<file path="src/sv/sha512_pkg.sv">
package sha512_pkg;

  // Block geometry
  localparam int WORDS_PER_BLOCK = 16;
  localparam int ROUNDS          = 80;
  localparam int DIGEST_WORDS    = 8;

  // One input transfer
  typedef struct packed {
    logic [63:0] msg_word;
    logic        final_block;
  } msg_t;

  // One result transfer
  typedef struct packed {
    logic [63:0] digest_word;
    logic [2:0]  digest_index;
    logic        last;
  } digest_t;

  // Eight working variables a..h, a at index 0
  typedef logic [7:0][63:0] vars_t;

  // Message schedule taps used by one round
  typedef struct packed {
    logic [63:0] w0;
    logic [63:0] w1;
    logic [63:0] w9;
    logic [63:0] w14;
  } sched_taps_t;

  // Initial hash value H0..H7
  function automatic logic [63:0] init_hash(input logic [2:0] idx);
    logic [63:0] v;
    case (idx)
      3'd0: v = 64'h6a09e667f3bcc908;
      3'd1: v = 64'hbb67ae8584caa73b;
      3'd2: v = 64'h3c6ef372fe94f82b;
      3'd3: v = 64'ha54ff53a5f1d36f1;
      3'd4: v = 64'h510e527fade682d1;
      3'd5: v = 64'h9b05688c2b3e6c1f;
      3'd6: v = 64'h1f83d9abfb41bd6b;
      default: v = 64'h5be0cd19137e2179;
    endcase
    return v;
  endfunction

  // Round constants K0..K79
  function automatic logic [63:0] round_k(input logic [6:0] idx);
    logic [63:0] v;
    case (idx)
      7'd0:  v = 64'h428a2f98d728ae22;
      7'd1:  v = 64'h7137449123ef65cd;
      7'd2:  v = 64'hb5c0fbcfec4d3b2f;
      7'd3:  v = 64'he9b5dba58189dbbc;
      7'd4:  v = 64'h3956c25bf348b538;
      7'd5:  v = 64'h59f111f1b605d019;
      7'd6:  v = 64'h923f82a4af194f9b;
      7'd7:  v = 64'hab1c5ed5da6d8118;
      7'd8:  v = 64'hd807aa98a3030242;
      7'd9:  v = 64'h12835b0145706fbe;
      7'd10: v = 64'h243185be4ee4b28c;
      7'd11: v = 64'h550c7dc3d5ffb4e2;
      7'd12: v = 64'h72be5d74f27b896f;
      7'd13: v = 64'h80deb1fe3b1696b1;
      7'd14: v = 64'h9bdc06a725c71235;
      7'd15: v = 64'hc19bf174cf692694;
      7'd16: v = 64'he49b69c19ef14ad2;
      7'd17: v = 64'hefbe4786384f25e3;
      7'd18: v = 64'h0fc19dc68b8cd5b5;
      7'd19: v = 64'h240ca1cc77ac9c65;
      7'd20: v = 64'h2de92c6f592b0275;
      7'd21: v = 64'h4a7484aa6ea6e483;
      7'd22: v = 64'h5cb0a9dcbd41fbd4;
      7'd23: v = 64'h76f988da831153b5;
      7'd24: v = 64'h983e5152ee66dfab;
      7'd25: v = 64'ha831c66d2db43210;
      7'd26: v = 64'hb00327c898fb213f;
      7'd27: v = 64'hbf597fc7beef0ee4;
      7'd28: v = 64'hc6e00bf33da88fc2;
      7'd29: v = 64'hd5a79147930aa725;
      7'd30: v = 64'h06ca6351e003826f;
      7'd31: v = 64'h142929670a0e6e70;
      7'd32: v = 64'h27b70a8546d22ffc;
      7'd33: v = 64'h2e1b21385c26c926;
      7'd34: v = 64'h4d2c6dfc5ac42aed;
      7'd35: v = 64'h53380d139d95b3df;
      7'd36: v = 64'h650a73548baf63de;
      7'd37: v = 64'h766a0abb3c77b2a8;
      7'd38: v = 64'h81c2c92e47edaee6;
      7'd39: v = 64'h92722c851482353b;
      7'd40: v = 64'ha2bfe8a14cf10364;
      7'd41: v = 64'ha81a664bbc423001;
      7'd42: v = 64'hc24b8b70d0f89791;
      7'd43: v = 64'hc76c51a30654be30;
      7'd44: v = 64'hd192e819d6ef5218;
      7'd45: v = 64'hd69906245565a910;
      7'd46: v = 64'hf40e35855771202a;
      7'd47: v = 64'h106aa07032bbd1b8;
      7'd48: v = 64'h19a4c116b8d2d0c8;
      7'd49: v = 64'h1e376c085141ab53;
      7'd50: v = 64'h2748774cdf8eeb99;
      7'd51: v = 64'h34b0bcb5e19b48a8;
      7'd52: v = 64'h391c0cb3c5c95a63;
      7'd53: v = 64'h4ed8aa4ae3418acb;
      7'd54: v = 64'h5b9cca4f7763e373;
      7'd55: v = 64'h682e6ff3d6b2b8a3;
      7'd56: v = 64'h748f82ee5defb2fc;
      7'd57: v = 64'h78a5636f43172f60;
      7'd58: v = 64'h84c87814a1f0ab72;
      7'd59: v = 64'h8cc702081a6439ec;
      7'd60: v = 64'h90befffa23631e28;
      7'd61: v = 64'ha4506cebde82bde9;
      7'd62: v = 64'hbef9a3f7b2c67915;
      7'd63: v = 64'hc67178f2e372532b;
      7'd64: v = 64'hca273eceea26619c;
      7'd65: v = 64'hd186b8c721c0c207;
      7'd66: v = 64'heada7dd6cde0eb1e;
      7'd67: v = 64'hf57d4f7fee6ed178;
      7'd68: v = 64'h06f067aa72176fba;
      7'd69: v = 64'h0a637dc5a2c898a6;
      7'd70: v = 64'h113f9804bef90dae;
      7'd71: v = 64'h1b710b35131c471b;
      7'd72: v = 64'h28db77f523047d84;
      7'd73: v = 64'h32caab7b40c72493;
      7'd74: v = 64'h3c9ebe0a15c9bebc;
      7'd75: v = 64'h431d67c49c100d4c;
      7'd76: v = 64'h4cc5d4becb3e42b6;
      7'd77: v = 64'h597f299cfc657e2a;
      7'd78: v = 64'h5fcb6fab3ad6faec;
      7'd79: v = 64'h6c44198c4a475817;
      default: v = 64'h0;
    endcase
    return v;
  endfunction

endpackage

</file>
<file path="src/sv/sha512_round.sv">
module sha512_round import sha512_pkg::*; (
  input  vars_t       vars_in,
  input  logic [63:0] k,
  input  sched_taps_t taps,
  output vars_t       vars_out,
  output logic [63:0] sched_word
);

  function automatic logic [63:0] rotr(input logic [63:0] x, input int n);
    return (x >> n) | (x << (64 - n));
  endfunction

  logic [63:0] a, b, c, d, e, f, g, h;
  logic [63:0] big_s0, big_s1, ch, maj, t1, t2;
  logic [63:0] small_s0, small_s1;

  assign a = vars_in[0];
  assign b = vars_in[1];
  assign c = vars_in[2];
  assign d = vars_in[3];
  assign e = vars_in[4];
  assign f = vars_in[5];
  assign g = vars_in[6];
  assign h = vars_in[7];

  // Compression round, current schedule word is the oldest tap
  assign big_s1 = rotr(e, 14) ^ rotr(e, 18) ^ rotr(e, 41);
  assign big_s0 = rotr(a, 28) ^ rotr(a, 34) ^ rotr(a, 39);
  assign ch     = (e & f) ^ (~e & g);
  assign maj    = (a & b) ^ (a & c) ^ (b & c);
  assign t1     = h + big_s1 + ch + k + taps.w0;
  assign t2     = big_s0 + maj;

  always_comb begin
    vars_out[0] = t1 + t2;
    vars_out[1] = a;
    vars_out[2] = b;
    vars_out[3] = c;
    vars_out[4] = d + t1;
    vars_out[5] = e;
    vars_out[6] = f;
    vars_out[7] = g;
  end

  // Schedule expansion: W[t+16] from W[t], W[t+1], W[t+9], W[t+14]
  assign small_s1   = rotr(taps.w14, 19) ^ rotr(taps.w14, 61) ^ (taps.w14 >> 6);
  assign small_s0   = rotr(taps.w1, 1) ^ rotr(taps.w1, 8) ^ (taps.w1 >> 7);
  assign sched_word = small_s1 + taps.w9 + small_s0 + taps.w0;

endmodule

</file>
<file path="config.mk">
export PLATFORM = sky130hd
export DESIGN_NAME = sha512_round
export DESIGN_NICKNAME = d
export VERILOG_FILES = /design/src/sv/sha512_pkg.sv /design/src/sv/sha512_round.sv
export SDC_FILE = /design/constraint.sdc
export NUM_CORES = 2
export LEC_CHECK = 0
export ABC_CLOCK_PERIOD_IN_PS = 21400
export BUFFER_PORTS_ARGS = -buffer_cell sky130_fd_sc_hd__buf_2
export CAP_MARGIN = 20
export CORE_AREA = 2 2 548 550
export DETAILED_ROUTE_END_ITERATION = 10
export DIE_AREA = 0 0 550 552
export GPL_TIMING_DRIVEN = 0
export PLACE_DENSITY = 0.36
export SLEW_MARGIN = 10
export SYNTH_ARGS = -nofsm -noshare
export SYNTH_HDL_FRONTEND = slang
export SYNTH_SLANG_ARGS = --single-unit
</file>
<file path="constraint.sdc">
create_clock -name vclk -period 21.4
set_clock_uncertainty 0.05 [all_clocks]
set_input_delay 3.21 -clock vclk [all_inputs]
set_output_delay 3.21 -clock vclk [all_outputs]
set_load 0.01 [all_outputs]
</file>
Word-level counts from Yosys, hierarchy flattened
Cells that the tools add are included.
{ "word_totals": {"regBits": 0, "inputBits": 832, "output_inout_bits": 576, "wordCells": 37} }
{ "classes": {"add_sub_neg": 10, "n_bitwise": 27} }
{ "op_table": {"columns": ["op", "n"], "rows": [
  ["$add 64x64->64", 10],
  ["$xor 64x64->64", 9],
  ["$and 64x64->64", 5],
  ["$not 64->64", 1],
  ["$or 23x64->64", 1],
  ["$or 25x64->64", 1],
  ["$or 3x64->64", 1],
  ["$or 30x64->64", 1],
  ["$or 36x64->64", 1],
  ["$or 45x64->64", 1],
  ["$or 46x64->64", 1],
  ["$or 50x64->64", 1],
  ["$or 56x64->64", 1],
  ["$or 63x64->64", 1],
  ["$xor 64x57->64", 1],
  ["$xor 64x58->64", 1]
]} }

Longest topological paths before layout
{ "logic_depth": {"depth_word": 8, "depth_mapped": 34, "mapped_depth_nobuf": 33} }

Least setup slack after synthesis
Ideal clock, no wire load.
{ "synth_timing": {"kind": "input to output", "start": "in vars_in[449] in the netlist's numbering", "end": "out vars_out[48] in the netlist's numbering", "arrival_time_ps": 10402, "required_time_ps": 18140, "setup_slack_ps": 7738, "stages": 30, "path_buffers": 1, "cell_sequence": "inv_1 -> fa_1 -> fa_1 -> fa_1 -> inv_1 -> ha_1 -> fa_1 -> a211o_1 -> a21oi_1 -> nor3_1 -> or2_1 -> o31a_1 -> a41oi_1 -> o31a_1 -> o31ai_1 -> a41oi_1 -> xnor2_1 -> inv_1 -> fa_1 -> inv_1 -> ha_1 -> clkbuf_1 -> inv_1 -> nor3_1 -> nand4_1 -> or4_1 -> o21a_1 -> o31ai_1 -> a21boi_0 -> xnor2_1"} }
{ "synth_lines": {"columns": ["item", "line_no", "text"], "rows": [
  ["start: declaration", "sha512_round.sv:2", "input vars_t vars_in,"],
  ["end: declaration", "sha512_round.sv:5", "output vars_t vars_out,"]
]} }

==> impl_metrics.toml <==
[outcome]
status = "completed"

[route]
drt_drc_violations_left = 0
drt_pass1_iterations = 5
viasPerCell = 3.66
drt-total-wl_um = 316000
num_vias = 34900
wl_per_cell_um = 33.1
antenna_left = 0
drtIter0Drc = 1709

[placed_design]
hpwl_um = 299000
numPortBuffers = 1376
gp_congestion = 0.989

[setup_path]
arrival_ns = 13.62
critPathCaptureType = "primary output"
crit_start = "vars_in[284]"
crit_path_frequent_cell = "xnor2_1"
crit_fanout = 8
critical_path_class = "in2out"
cp.required_ns = 18.14
slowest_stage = "xnor2_1"
cpPeakStageDelay_ns = 0.77
start_kind = "primary input"

[grt]
grt_pass1_vias = 36500
grt_antenna_before_repair = 170
grt_first_pass_wirelength_um = 390000
grt_usage_pct = 20.0
grt_max_degree = 11
grt-ovfl-total = 0

[logic_synthesis]
syn_area_per_cell_um2 = 7.93
yosys.area_share.simple_pct = 8.43
synth_cell_types = 87
synthAdderAreaFrac_pct = 33.9
synth_nets = 5624
yosys_warnings = 0
yosysMostFrequentCell = "inv_1"
yosys-top-cells-count = "inv_1 (749), xnor2_1 (514), buf_4 (384), fa_1 (379), a21oi_1 (268)"
synth_xor_area_share_pct = 20.0
synth_area_leader_cell = "fa_1"
netlist_instances = 4161
synth_top_family_by_area = "adder cells"
synthTopCellsByArea = "fa_1 (23%), xnor2_1 (14%), ha_1 (9.6%), buf_4 (8.7%), inv_1 (8.5%)"
synth.top_cell.area_share_pct = 23.0
synth.area.mux_share_pct = 2.06
syn-cell-area_um2 = 33000
synth_compound_area_share_pct = 17.1
yosysSeqAreaShare_pct = 0

[floorplanning]
initial_core_util_pct = 11.1
core_um2 = 298000
io_pins = 1408
rows = 201
die_h_um = 552
dieArea_um2 = 304000
die_width_um = 550

[clock_tree]
cts_setup_buffers = 0
postCtsHoldBufs = 0
cts_resized = 0

[timing]
grt_setup_unrepaired = "no"
finalCritPeriodShare_pct = 78.9
final.min_clock_period_ns = 16.88
worstMarginPinSlew_ns = 1.29
max_clock_freq_mhz = 59.2
drv_slew = 0
setup_viol = 0
maxSlewHeadroom_pct = 13.4
hold_viol = 0
hold_ws_ns = 6.56
fin_setup_tns_ns = 0

[finish]
register_area_um2 = 0
nets = 7014
layout-drive-gt1-share_pct = 33.3
area_growth_pct = 36.6
clock_buffer_count = 0
design.seq.count = 0
final_core_util_pct = 15.1

[run]
cap_violations = 0

[hold_path]
min-delay-start = "vars_in[257]"
hold_path.class = "in2out"
[critical path, delay by kind of cell]
| kind | cells | cell delay (ns) |
|---|---|---|
| XOR/XNOR | 4 | 1.77 |
| AO/OA/AOI/OAI | 8 | 2.64 |
| adder cells (fa/ha/maj) | 5 | 2.26 |
| AND/OR/NAND/NOR | 6 | 1.83 |
| buffers and inverters | 7 | 1.87 |
[logic make-up (layout without fill, tap and decap cells)]
logic type	Yosys count	count (layout)
adders and majority gates	674	674
and+or+nand+nor	558	558
buffers and inverters	1242	2630
other	0	38
muxes	65	65
xor gates and xnor gates	755	755
AOI/OAI and AO/OA	867	867
[area by class of cell]
cell class         count  area, um^2
multi-input cells   2919       26900
diodes                38        95.1
well taps           3958        4950
fillers            34700      253000
inverters            749        2810
plain buffers        493        3310
repair buffers      1388        6980
[placed cells by master, fill, tap and decap left out, types with 7 or more instances in the layout]
cell type / count
nor3_1: 33
o21a_1: 28
o41ai_1: 8
nand3_1: 54
and2_1: 9
nor2_1: 109
a21oi_1: 268
ha_1: 252
or2_2: 7
diode_2: 38
fa_1: 379
o21ai_1: 15
a31oi_1: 39
and3_1: 18
and4_1: 14
o21ai_0: 133
a21boi_0: 11
xnor2_1: 507
a211o_1: 7
o211ai_1: 14
nor2b_1: 25
nand4_1: 51
o21bai_1: 53
a21o_1: 174
maj3_1: 43
inv_1: 749
a211oi_1: 20
clkbuf_1: 96
xor2_1: 241
nand2_1: 173
nor4_1: 8
mux2i_1: 43
o31a_1: 8
buf_4: 392
buf_2: 1389
o31ai_1: 18
mux2_2: 22
nand2b_1: 28
xnor2_2: 7
[metal layers]
layer  track usage (%)  vias up  part of all wire, %
met3              5.18      443                  6.9
met1              21.2    16800                   37
li1                  -    15900                    -
met2              37.2     1693                   51
met4              7.76       34                  5.2
met5                 0        -                0.066
[worst paths after layout]
check | to | slack [ns] | depth (start not counted)
setup / recovery | vars_out[48] | 4.52 | 30
hold / removal | vars_out[321] | 6.56 | 2
[through the flow]
| stage | area, um^2 | setup WS (ns) | cells |
|---|---|---|---|
| after detailed placement | 45000 | 4.14 | 9507 |
| after CTS | 45000 | 4.11 | 9507 |
| after floorplan | 33000 | 7.74 | 4161 |
| after global routing | 45000 | 4.02 | 9529 |
| final | 45100 | 4.52 | 9545 |
| after global placement | 44800 | 3.64 | 9495 |
